===== config.mk =====
export PLATFORM = sky130hd
export DESIGN_NAME = bzoom_ctrl
export DESIGN_NICKNAME = d
export VERILOG_FILES = /design/src/rtl/core/bilinear_integer_zoom_core_macros.svh /design/src/rtl/core/bzoom_pkg.sv /design/src/rtl/core/bzoom_ctrl.sv
export SDC_FILE = /design/constraint.sdc
export NUM_CORES = 1
export LEC_CHECK = 0
export ABC_AREA = 0
export BUFFER_PORTS_ARGS = -buffer_cell sky130_fd_sc_hd__buf_2
export CAP_MARGIN = 20
export CORE_MARGIN = 3
export CORE_UTILIZATION = 65
export CTS_CLUSTER_DIAMETER = 100
export DETAILED_ROUTE_END_ITERATION = 8
export PLACE_DENSITY_LB_ADDON = 0.25
export SETUP_SLACK_MARGIN = 0.2
export SLEW_MARGIN = 40
export SYNTH_ARGS = -nofsm -noshare
export SYNTH_HDL_FRONTEND = slang
export SYNTH_SLANG_ARGS = --single-unit

===== constraint.sdc =====
create_clock -name i_clk -period 7.9 [get_ports i_clk]
set_input_delay 1.185 -clock i_clk [delete_from_list [all_inputs] [get_ports i_clk]]
set_output_delay 1.185 -clock i_clk [all_outputs]
set_load 0.01 [all_outputs]

===== src/rtl/core/bilinear_integer_zoom_core_macros.svh =====
// assertion macros for the bilinear integer zoom core
// used by the top level only, no other dependencies
`ifndef BILINEAR_INTEGER_ZOOM_CORE_MACROS_SVH
`define BILINEAR_INTEGER_ZOOM_CORE_MACROS_SVH

// same-cycle implication under reset
`define BZ_ASSERT_NOW(label, clk, rst_n, ante, cons, msg) \
    label: assert property (@(posedge clk) disable iff (!rst_n) (ante) |-> (cons)) \
        else $error(msg);

// next-cycle implication under reset
`define BZ_ASSERT_NEXT(label, clk, rst_n, ante, cons, msg) \
    label: assert property (@(posedge clk) disable iff (!rst_n) (ante) |=> (cons)) \
        else $error(msg);

`endif


===== src/rtl/core/bzoom_pkg.sv =====
// types, register indexes and reciprocal table for the bilinear zoom core
// no dependencies
`timescale 1ns / 1ps
`default_nettype none

package bzoom_pkg;

    localparam int CFG_DATA_W = 11;
    localparam int CFG_IDX_W  = 2;
    localparam int COORD_W    = 13;
    localparam int ROW_CNT_W  = 10;
    localparam int HEIGHT_LIMIT = 1024;

    localparam logic [CFG_IDX_W-1:0] CFG_ZOOM   = 2'd0;
    localparam logic [CFG_IDX_W-1:0] CFG_WIDTH  = 2'd1;
    localparam logic [CFG_IDX_W-1:0] CFG_HEIGHT = 2'd2;

    typedef struct packed {
        logic [7:0] in_red;
        logic [7:0] in_green;
        logic [7:0] in_blue;
    } t_pix_in;

    typedef struct packed {
        logic [12:0] out_row;
        logic [12:0] out_col;
        logic [7:0]  out_red;
        logic [7:0]  out_green;
        logic [7:0]  out_blue;
        logic        tile_last;
        logic        frame_last;
    } t_pix_out;

    // controller to datapath
    typedef struct packed {
        logic        load;
        logic        issue;
        logic [3:0]  kr;
        logic [3:0]  kc;
        logic [12:0] row;
        logic [12:0] col;
        logic        tile_last;
        logic        frame_last;
    } t_dp_cmd;

    // datapath to controller
    typedef struct packed {
        logic advance;
    } t_dp_stat;

    // ceil(2^16 / f), exact floor division for dividends below 2^11
    function automatic logic [16:0] recip(input logic [3:0] f);
        logic [16:0] m;
        case (f)
            4'd1:    m = 17'd65536;
            4'd2:    m = 17'd32768;
            4'd3:    m = 17'd21846;
            4'd4:    m = 17'd16384;
            4'd5:    m = 17'd13108;
            4'd6:    m = 17'd10923;
            4'd7:    m = 17'd9363;
            4'd8:    m = 17'd8192;
            default: m = 17'd65536;
        endcase
        return m;
    endfunction

    function automatic logic [7:0] div_by_f(input logic [10:0] x, input logic [16:0] m);
        logic [27:0] p;
        p = 28'(x) * 28'(m);
        return p[23:16];
    endfunction

endpackage

`default_nettype wire


===== src/rtl/core/bzoom_ctrl.sv =====
// tile sequencer: pixel counters, tile offsets and output coordinates
// depends on bzoom_pkg
`timescale 1ns / 1ps
`default_nettype none

module bzoom_ctrl #(
    parameter int CW = 10
) (
    input  wire logic                i_clk,
    input  wire logic                i_rst_n,
    input  wire logic                i_in_valid,
    output logic                     o_in_stall,
    input  wire logic [3:0]          i_f,
    input  wire logic [13:0]         i_w,
    input  wire logic [10:0]         i_h,
    input  wire bzoom_pkg::t_dp_stat i_stat,
    output bzoom_pkg::t_dp_cmd       o_cmd,
    output logic [CW-1:0]            o_col_addr
);
    import bzoom_pkg::*;

    typedef enum logic {ST_IDLE, ST_RUN} t_state;

    t_state               r_state;
    logic [CW-1:0]        r_col;
    logic [ROW_CNT_W-1:0] r_row;
    logic [3:0]           r_kr, r_kc, r_kc_first;
    logic [12:0]          r_rowbase, r_colbase;
    logic                 r_flast;

    logic        accept, row_end, frame_end, issue, last;
    logic [19:0] row_prod, col_prod;

    assign accept    = i_in_valid && (r_state == ST_IDLE);
    assign row_end   = (14'(r_col) + 14'd1) >= i_w;
    assign frame_end = row_end && ((11'(r_row) + 11'd1) >= i_h);
    assign issue     = (r_state == ST_RUN) && i_stat.advance;
    assign last      = (r_kr == i_f) && (r_kc == i_f);
    assign row_prod  = 20'(r_row) * 20'(i_f);
    assign col_prod  = 20'(r_col) * 20'(i_f);

    always_ff @(posedge i_clk) begin
        if (!i_rst_n) begin
            r_state <= ST_IDLE;
            r_col   <= '0;
            r_row   <= '0;
            r_kr    <= '0;
            r_kc    <= '0;
            r_kc_first <= '0;
            r_rowbase  <= '0;
            r_colbase  <= '0;
            r_flast    <= 1'b0;
        end else begin
            case (r_state)
                ST_IDLE: begin
                    if (accept) begin
                        r_state    <= ST_RUN;
                        r_kr       <= (r_row == '0) ? i_f : 4'd1;
                        r_kc       <= (r_col == '0) ? i_f : 4'd1;
                        r_kc_first <= (r_col == '0) ? i_f : 4'd1;
                        r_rowbase  <= row_prod[12:0];
                        r_colbase  <= col_prod[12:0];
                        r_flast    <= frame_end;
                        if (row_end) begin
                            r_col <= '0;
                            r_row <= frame_end ? '0 : r_row + 1'b1;
                        end else begin
                            r_col <= r_col + 1'b1;
                        end
                    end
                end
                ST_RUN: begin
                    if (issue) begin
                        if (last) begin
                            r_state <= ST_IDLE;
                        end else if (r_kc == i_f) begin
                            r_kc <= r_kc_first;
                            r_kr <= r_kr + 4'd1;
                        end else begin
                            r_kc <= r_kc + 4'd1;
                        end
                    end
                end
                default: r_state <= ST_IDLE;
            endcase
        end
    end

    assign o_in_stall = (r_state != ST_IDLE);
    assign o_col_addr = r_col;

    always_comb begin
        o_cmd.load       = accept;
        o_cmd.issue      = issue;
        o_cmd.kr         = r_kr;
        o_cmd.kc         = r_kc;
        o_cmd.row        = r_rowbase + 13'(r_kr) - 13'(i_f);
        o_cmd.col        = r_colbase + 13'(r_kc) - 13'(i_f);
        o_cmd.tile_last  = last;
        o_cmd.frame_last = last && r_flast;
    end

endmodule

`default_nettype wire


==> results of run 1 <==
==> through the flow <==
stage / setup slack, ns / instances / utilization [%] / power, mW / area, sq um
after floorplan: 3.32 / 947 / - / 0.514 / 7150
after global placement: 2.82 / 1118 / 71.8 / 0.588 / 7540
after detailed placement: 2.75 / 1118 / 71.8 / 0.594 / 7540
after CTS: 2.75 / 1133 / 73.7 / 0.888 / 7750
after global routing: 2.50 / 1133 / 73.7 / 0.935 / 7750
final: 2.73 / 1133 / 73.7 / 0.884 / 7750
==> final timing paths <==
path	startpoint	to	slack (ns)	cells after the start
setup / recovery	i_f[1]	o_cmd[11]	2.73	12
hold / removal	r_rowbase[2]	r_rowbase[2]	0.46	2
setup reg to reg	r_row[0]	r_rowbase[11]	4.24	12
hold reg to reg	r_rowbase[2]	r_rowbase[2]	0.46	2
==> per-layer routing <==
metal  up-vias  share of wire [%]  track usage [%]
li1       3195                  -                -
met1      2928                 47             33.4
met2       181                 45             41.7
met3        16                6.2             3.88
met4         0                1.3             6.40
met5         -                  0                0
==> power groups by stage <==
stage               logic, mW  clock network, mW  registers [mW]
finish                  0.263              0.297           0.323
global route            0.296              0.315           0.325
CTS                     0.265              0.300           0.323
detailed placement      0.264                  0           0.330
global placement        0.258                  0           0.330
floorplan               0.186                  0           0.328
==> final cells by class <==
cell class                 instances  area [sq um]
timing repair buffer              84           428
tap                              136           170
clock inverter                     6          80.1
clock buffer                       9           124
inverter                         146           548
fill                             849          2760
multi-input combinational        692          5190
sequential                        60          1200
==> sequential cells by signal, summed over array words and instances, names as in the netlist <==
name and cells:
r_flast 1, r_kr 4, r_rowbase 13, r_row 10
o_in_stall 1, r_kc_first 4, o_col_addr 10, r_kc 4
r_colbase 13
==> worst max-delay path: cells and delay by family <==
family | cells | cell delay (ns)
AO/OA/AOI/OAI | 5 | 1.23
XOR/XNOR | 1 | 0.13
adder cells (fa/ha/maj) | 2 | 0.92
buffers and inverters | 3 | 0.44
AND/OR/NAND/NOR | 1 | 0.08
==> kinds of logic (layout without fill, tap and decap cells) <==
| kind of cell | count (synthesis) | count (layout) | share of synthesized area (%) |
|---|---|---|---|
| simple gates | 324 | 324 | 22.0 |
| buf+inv | 195 | 245 | 10.6 |
| compound gates | 171 | 171 | 15.2 |
| fa+ha+maj | 132 | 132 | 27.3 |
| flops | 60 | 60 | 16.8 |
| xor+xnor | 59 | 59 | 7.23 |
| mux | 6 | 6 | 0.858 |
==> placed cells by master (no fill, tap or decap), types with 9 or more instances in the layout <==
cell,synthesis,layout
sky130_fd_sc_hd__clkbuf_8,0,9
sky130_fd_sc_hd__fa_1,40,40
sky130_fd_sc_hd__ha_1,92,92
sky130_fd_sc_hd__xnor2_1,39,39
sky130_fd_sc_hd__a211oi_1,17,17
sky130_fd_sc_hd__a21o_1,11,11
sky130_fd_sc_hd__a21oi_1,58,58
sky130_fd_sc_hd__nor2_1,55,55
sky130_fd_sc_hd__nand2_1,125,125
sky130_fd_sc_hd__inv_1,145,145
sky130_fd_sc_hd__dfxtp_1,60,60
sky130_fd_sc_hd__xor2_1,20,20
sky130_fd_sc_hd__nor2b_1,10,10
sky130_fd_sc_hd__and3_1,9,9
sky130_fd_sc_hd__buf_2,3,81
sky130_fd_sc_hd__nand3_1,35,35
sky130_fd_sc_hd__and2_1,39,39
sky130_fd_sc_hd__o21ai_0,34,34
==> results.txt, run 1 <==
----------------------------------------------------
[Status]
  Status ... finished, final reports clean

[Clock tree]
  Number of levels in the clock H-tree ... 3
  Number of instances resized during post-cts repair ... 0
  Insertion delay of the later-clocked pin in the worst-skew pair ... 0.35 ns
  Number of sinks handled by clock tree synthesis ... 60
  Maximum number of buffers from clock root to sink ... 2
  Number of clock buffers inserted by TritonCTS ... 9
  Clock tree from TritonCTS ... yes
  Number of hold-repair buffers added at the cts stage ... 0
  CTS clk-pin slew, worst paths ... 0.07 ns
  Clk root buf ... sky130_fd_sc_hd__clkbuf_8
  Number of buffers added for setup after CTS ... 0

[Yosys]
  Register area share after synthesis ... 16.8%
  Post-synthesis cell area ... 7150 sq um
  Leading area contributor after synthesis ... sky130_fd_sc_hd__dfxtp_1
  Post-synthesis instance total ... 947
  Count of yosys warnings during synthesis ... 0
  Library cells used by synthesis ... 62
  Flop and latch count out of synthesis ... 60
  Leading cell types by count after synthesis ... sky130_fd_sc_hd__inv_1 (145), sky130_fd_sc_hd__nand2_1 (125), sky130_fd_sc_hd__ha_1 (92)
  Yosys top cell area share ... 16.8%
  Synth top area cells ... sky130_fd_sc_hd__dfxtp_1 (17%), sky130_fd_sc_hd__ha_1 (16%), sky130_fd_sc_hd__fa_1 (11%)
  Post-Synthesis Mean Instance Area ... 7.55 sq um
  Post-synthesis async set-or-reset flop share ... 0%
  Synth Net Count ... 1112
  Number of enable-type register cells in the synthesized netlist ... 0
  Most frequent cell after synthesis ... sky130_fd_sc_hd__inv_1
  Dominant synthesized flop cell ... sky130_fd_sc_hd__dfxtp_1

[Place]
  Placed wire-length estimate ... 11600 um
  Routability congestion estimate ... 0.843
  Number of input and output port buffers inserted ... 81

[STA]
  Unrepaired setup endpoints after global routing ... false
  Max-slew headroom at the worst pin ... 56.1%
  Clk_skew ... 0.00953 ns
  Maximum clock frequency ... 193 MHz
  Pins over their slew limit ... 0
  Final hold violation count ... 0
  Part of the cycle the worst path needs ... 65.4%
  Slew @ Worst Pin ... 0.658 ns
  Sum Neg Setup Slack ... 0 ns
  Endpoints failing setup ... 0
  Worst hold-check slack ... 0.456 ns
  Final worst path period need ... 5.17 ns

[Pwr]
  Comb power frac ... 29.8%
  Sw frac ... 32.2%
  Share of power burned in registers ... 36.6%
  Power density cells ... 114 nW/um^2
  Max rail drop VDD ... 0.0887 mV
  Switching power ... 285 uW
  Clock network power share ... 33.6%
  Internal power ... 599 uW
  Leakage power ... 3.82 nW

[GRT]
  Wire length of the first global-routing pass ... 26500 um
  Number of antenna violations at the first check in global routing ... 0
  All-layer global routing usage ... 24.8%
  Global-route congestion overflow total ... 0
  Number of global-route vias before repair ... 5942
  Largest net degree at the start of global routing ... 61

[Worst hold path]
  Hold crit path type ... reg2reg

[Detailed routing]
  Detailed-route wire length ... 15000 um
  Vias/cell ... 5.58
  Remaining design rule violation count ... 0
  Starting DRT DRC Count ... 391
  Total iterations of the first detailed-routing run ... 5
  Final antenna-violating net count ... 0
  Routed wirelength normalized by instance count ... 13.2 um
  Number of vias after detailed routing ... 6320

[Worst setup path]
  CP Class ... in2out
  Critical Path Fanout Max ... 20
  CP endpoint kind ... output port
  CP cell instances ... buf_2 -> fa_1 -> inv_1 -> ha_1 -> a21oi_1 -> nor2b_1 -> o31a_1 -> o41ai_1 -> o21bai_1 -> a21oi_1 -> xnor2_1 -> buf_2
  CP Data Required Time ... 6.71 ns
  Max stage delay on crit path ... 0.63 ns
  Worst EP arrival ... 3.99 ns
  Max stage delay cell, worst path ... sky130_fd_sc_hd__fa_1
  Kind of start point of the critical path ... primary input

[Floorplan]
  Total number of placement rows ... 37
  Standard cell core area ... 10500 sq um
  Overall die width ... 111 um
  Die span in y ... 111 um
  Number of top-level pins ... 82
  Starting density of the core ... 68.0%
  Total die area ... 12300 sq um

[Final layout]
  Diodes inserted ... 0
  Final-stage net count ... 1158
  Ratio of cells with drive above 1 in the final layout ... 11.6%
  Area added between synthesis and finish ... 8.37%

[Run]
  Count of maximum capacitance violations ... 0

----------------------------------------------------
(Power assumes the default switching activity.)
==> run 2: changes to the inputs <==
ABC_AREA = 1   (was 0)
CORE_UTILIZATION = 61   (was 65)
clock period = 5.1 ns   (was 7.9 ns; I/O delays follow)
==> run 2 against run 1 <==
Net effect:
- clock power is 110% higher
- global-route usage rose by 1.0 points
- count of clock-buffer cells in the layout increased by 5
- critical endpoint is now o_cmd[13]
==> results.txt, run 2 <==
----------------------------------------------------
[Final layout]
  Area added between synthesis and finish ... 9.92%
  Ratio of cells with drive above 1 in the final layout ... 9.08% (-2.6 points)
  Biggest regs ... r_colbase x13, r_rowbase x13
  Most common cell after layout, fill and taps aside ... sky130_fd_sc_hd__inv_1
  Post-route cell area ... 8300 sq um (+7.2%)
  Diodes inserted ... 0 (unchanged)
  Final-stage net count ... 1395 (+20%)
  Layout filler cell count ... 1096 (+29%)
  Leading cell types in the layout, fill and taps excluded ... sky130_fd_sc_hd__inv_1 (288), sky130_fd_sc_hd__nand2_1 (259), sky130_fd_sc_hd__a21oi_1 (96)

[Clock tree]
  CTS clk-pin slew, worst paths ... 0.05 ns (-0.02 ns)
  Clk root buf ... sky130_fd_sc_hd__clkbuf_16
  Clock tree from TritonCTS ... yes
  Maximum number of buffers from clock root to sink ... 2 (unchanged)
  Number of hold-repair buffers added at the cts stage ... 0 (unchanged)
  Number of buffers added for setup after CTS ... 0 (unchanged)
  Insertion delay of the later-clocked pin in the worst-skew pair ... 0.34 ns (about the same)
  Number of sinks handled by clock tree synthesis ... 60 (unchanged)
  Number of instances resized during post-cts repair ... 0 (unchanged)
  Number of clock buffers inserted by TritonCTS ... 9 (unchanged)
  Number of levels in the clock H-tree ... 3 (unchanged)

[Floorplan]
  Total number of placement rows ... 40 (+8.1%)
  Standard cell core area ... 12100 sq um (+15%)
  Overall die width ... 117 um (+5.8%)
  Die span in y ... 117 um (+5.8%)
  Number of top-level pins ... 82 (unchanged)
  Total die area ... 13800 sq um (+12%)
  Starting density of the core ... 62.6% (-5.4 points)

[Worst hold path]
  Worst hold stages ... 2 (unchanged)
  Hold crit path type ... reg2reg
  Worst Hold Endpoint ... r_kc_first[2]
  Start point of the worst hold path ... r_kc_first[2]

[Yosys]
  Synth top area cells ... sky130_fd_sc_hd__dfxtp_1 (16%), sky130_fd_sc_hd__ha_1 (15%), sky130_fd_sc_hd__inv_1 (14%)
  Synth Net Count ... 1338 (+20%)
  Post-Synthesis Mean Instance Area ... 6.44 sq um (-15%)
  Most frequent cell after synthesis ... sky130_fd_sc_hd__inv_1
  Post-synthesis async set-or-reset flop share ... 0% (unchanged)
  Yosys top cell area share ... 15.9% (-0.90 points)
  Library cells used by synthesis ... 38 (-39%)
  Leading cell types by count after synthesis ... sky130_fd_sc_hd__inv_1 (288), sky130_fd_sc_hd__nand2_1 (259), sky130_fd_sc_hd__a21oi_1 (96)
  Post-synthesis cell area ... 7550 sq um (+5.7%)
  Register area share after synthesis ... 15.9% (-0.90 points)
  Count of yosys warnings during synthesis ... 0 (unchanged)
  Post-synthesis instance total ... 1173 (+24%)
  Flop and latch count out of synthesis ... 60 (unchanged)
  Dominant synthesized flop cell ... sky130_fd_sc_hd__dfxtp_1
  Number of enable-type register cells in the synthesized netlist ... 0 (unchanged)
  Leading area contributor after synthesis ... sky130_fd_sc_hd__dfxtp_1

[Detailed routing]
  Remaining design rule violation count ... 0 (unchanged)
  Total iterations of the first detailed-routing run ... 5 (unchanged)
  Final antenna-violating net count ... 0 (unchanged)
  Routed wirelength normalized by instance count ... 12.0 um (-9.0%)
  Number of vias after detailed routing ... 7147 (+13%)
  Detailed-route wire length ... 16900 um (+13%)
  Vias/cell ... 5.10 (-8.6%)
  Starting DRT DRC Count ... 471 (+20%)

[GRT]
  Wire length of the first global-routing pass ... 28800 um (+8.8%)
  Largest net degree at the start of global routing ... 50 (-18%)
  Number of global-route vias before repair ... 6557 (+10%)
  All-layer global routing usage ... 25.8% (+1.0 points)
  Global-route congestion overflow total ... 0 (unchanged)
  Number of antenna violations at the first check in global routing ... 0 (unchanged)

[Place]
  Area of placed instances ... 8000 sq um (+6.0%)
  Placed wire-length estimate ... 13000 um (+13%)
  Routability congestion estimate ... 0.923 (+9.5%)
  Number of input and output port buffers inserted ... 81 (unchanged)

[Worst setup path]
  Worst reg-to-reg path cell count ... 10 (-2)
  Critical Path Fanout Max ... 23 (+15%)
  Reg-to-reg setup timing slack ... 1.77 ns (-2.47 ns)
  CP Data Required Time ... 4.34 ns (-2.37 ns)
  Kind of start point of the critical path ... primary input
  CP endpoint kind ... output port
  R2R Path End ... r_colbase[10]
  CP Class ... in2out
  Worst EP arrival ... 3.10 ns (-0.89 ns)
  Reg2Reg Launch Point ... o_col_addr[0]

[STA]
  Sum Neg Setup Slack ... 0 ns (unchanged)
  Unrepaired setup endpoints after global routing ... false
  Final worst path period need ... 3.86 ns
  Endpoints failing setup ... 0 (unchanged)
  Max-slew headroom at the worst pin ... 61.2% (+5.1 points)
  Clk_skew ... 0.00748 ns (-0.00205 ns)
  Final hold violation count ... 0 (unchanged)
  Part of the cycle the worst path needs ... 75.8%
  Pins over their slew limit ... 0 (unchanged)
  Slew @ Worst Pin ... 0.582 ns (-0.0760 ns)
  Maximum clock frequency ... 259 MHz

[Status]
  Status ... finished, final reports clean

[Pwr]
  Leakage power ... 4.93 nW (+29%)
  Power density cells ... 213 nW/um^2 (+87%)
  Max rail drop VDD ... 0.117 mV (+31%)

[Run]
  Count of maximum capacitance violations ... 0 (unchanged)

----------------------------------------------------
-- run 2: cell count changes in the layout (fill, tap and decap cells not counted), sizes merged, moves of 9 or more --
| cell | previous run | this run |
|---|---|---|
| a211oi | 17 | 2 |
| nor2b | 10 | 0 |
| o21ai | 36 | 81 |
| a21o | 12 | 0 |
| and3 | 9 | 0 |
| xnor2 | 39 | 17 |
| a21oi | 59 | 96 |
| inv | 145 | 291 |
| nor2 | 56 | 90 |
| nand2 | 125 | 264 |
| and2 | 39 | 1 |
| xor2 | 20 | 30 |
-- run 2: worst max-delay path: stages --
cell,delay (ns)
sky130_fd_sc_hd__buf_2,0.27
sky130_fd_sc_hd__fa_1,0.59
sky130_fd_sc_hd__inv_1,0.04
sky130_fd_sc_hd__ha_1,0.34
sky130_fd_sc_hd__a21oi_1,0.20
sky130_fd_sc_hd__o21ai_0,0.17
sky130_fd_sc_hd__a21oi_1,0.27
sky130_fd_sc_hd__o21ai_0,0.14
sky130_fd_sc_hd__xor2_1,0.15
sky130_fd_sc_hd__buf_2,0.14
-- run 2: cells by family (layout without fill, tap and decap cells) --
logic type | count (synthesis) | after routing | share of synthesized area (%)
adders and majority gates | 132 | 132 | 25.8
AOI/OAI and AO/OA | 191 | 191 | 13.1
DFF | 60 | 60 | 15.9
and+or+nand+nor | 415 | 415 | 22.7
xor gates and xnor gates | 47 | 47 | 5.45
buffers and inverters | 328 | 389 | 16.9
-- run 2: power breakdown --
group | switching (mW) | total (mW) | leakage (nW) | internal (mW)
registers | 0.0302 | 0.528 | 0.492 | 0.497
clock network | 0.214 | 0.630 | 0.149 | 0.416
logic | 0.366 | 0.615 | 4.29 | 0.249
total | 0.610 | 1.77 | 4.93 | 1.16
-- run 2: worst max path at each step --
| stage | from | end | slack [ns] | cells past startpoint |
|---|---|---|---|---|
| final | i_f[2] | o_cmd[13] | 1.24 | 10 |
| after global routing | i_f[0] | o_cmd[12] | 1.00 | 11 |
| after floorplan | i_f[3] | r_colbase[8] | 1.61 | 10 |
| after CTS | i_f[2] | o_cmd[13] | 1.21 | 10 |
| after detailed placement | i_f[3] | r_rowbase[10] | 1.17 | 11 |
| after global placement | i_f[3] | r_colbase[10] | 1.25 | 11 |
-- run 2: metal layers --
layer	wire [um]	GRT usage (%)
met5	0	0
met1	7950	34.8
met3	1010	3.24
met2	7620	43.3
met4	313	7.95
-- run 2: area by class of cell --
cell class / instances / area, sq um / area share (%)
clock buffer: 14 / 274 / 3.30
multi-input combinational: 785 / 5070 / 61.1
sequential: 60 / 1200 / 14.5
timing repair buffer: 83 / 420 / 5.06
clock inverter: 1 / 30.0 / 0.362
inverter: 291 / 1090 / 13.2
tap: 168 / 210 / 2.53
-- run 2: through the flow --
step | power [mW] | hold WS, ns | std cells | utilization [%] | setup slack, ns
floorplan | 0.964 | 0.440 | 1173 | - | 1.61
global placement | 1.14 | 0.452 | 1387 | 66.3 | 1.25
detailed placement | 1.15 | 0.455 | 1387 | 66.3 | 1.17
CTS | 1.78 | 0.462 | 1402 | 68.8 | 1.21
global route | 1.90 | 0.476 | 1402 | 68.8 | 1.00
finish | 1.77 | 0.460 | 1402 | 68.8 | 1.24
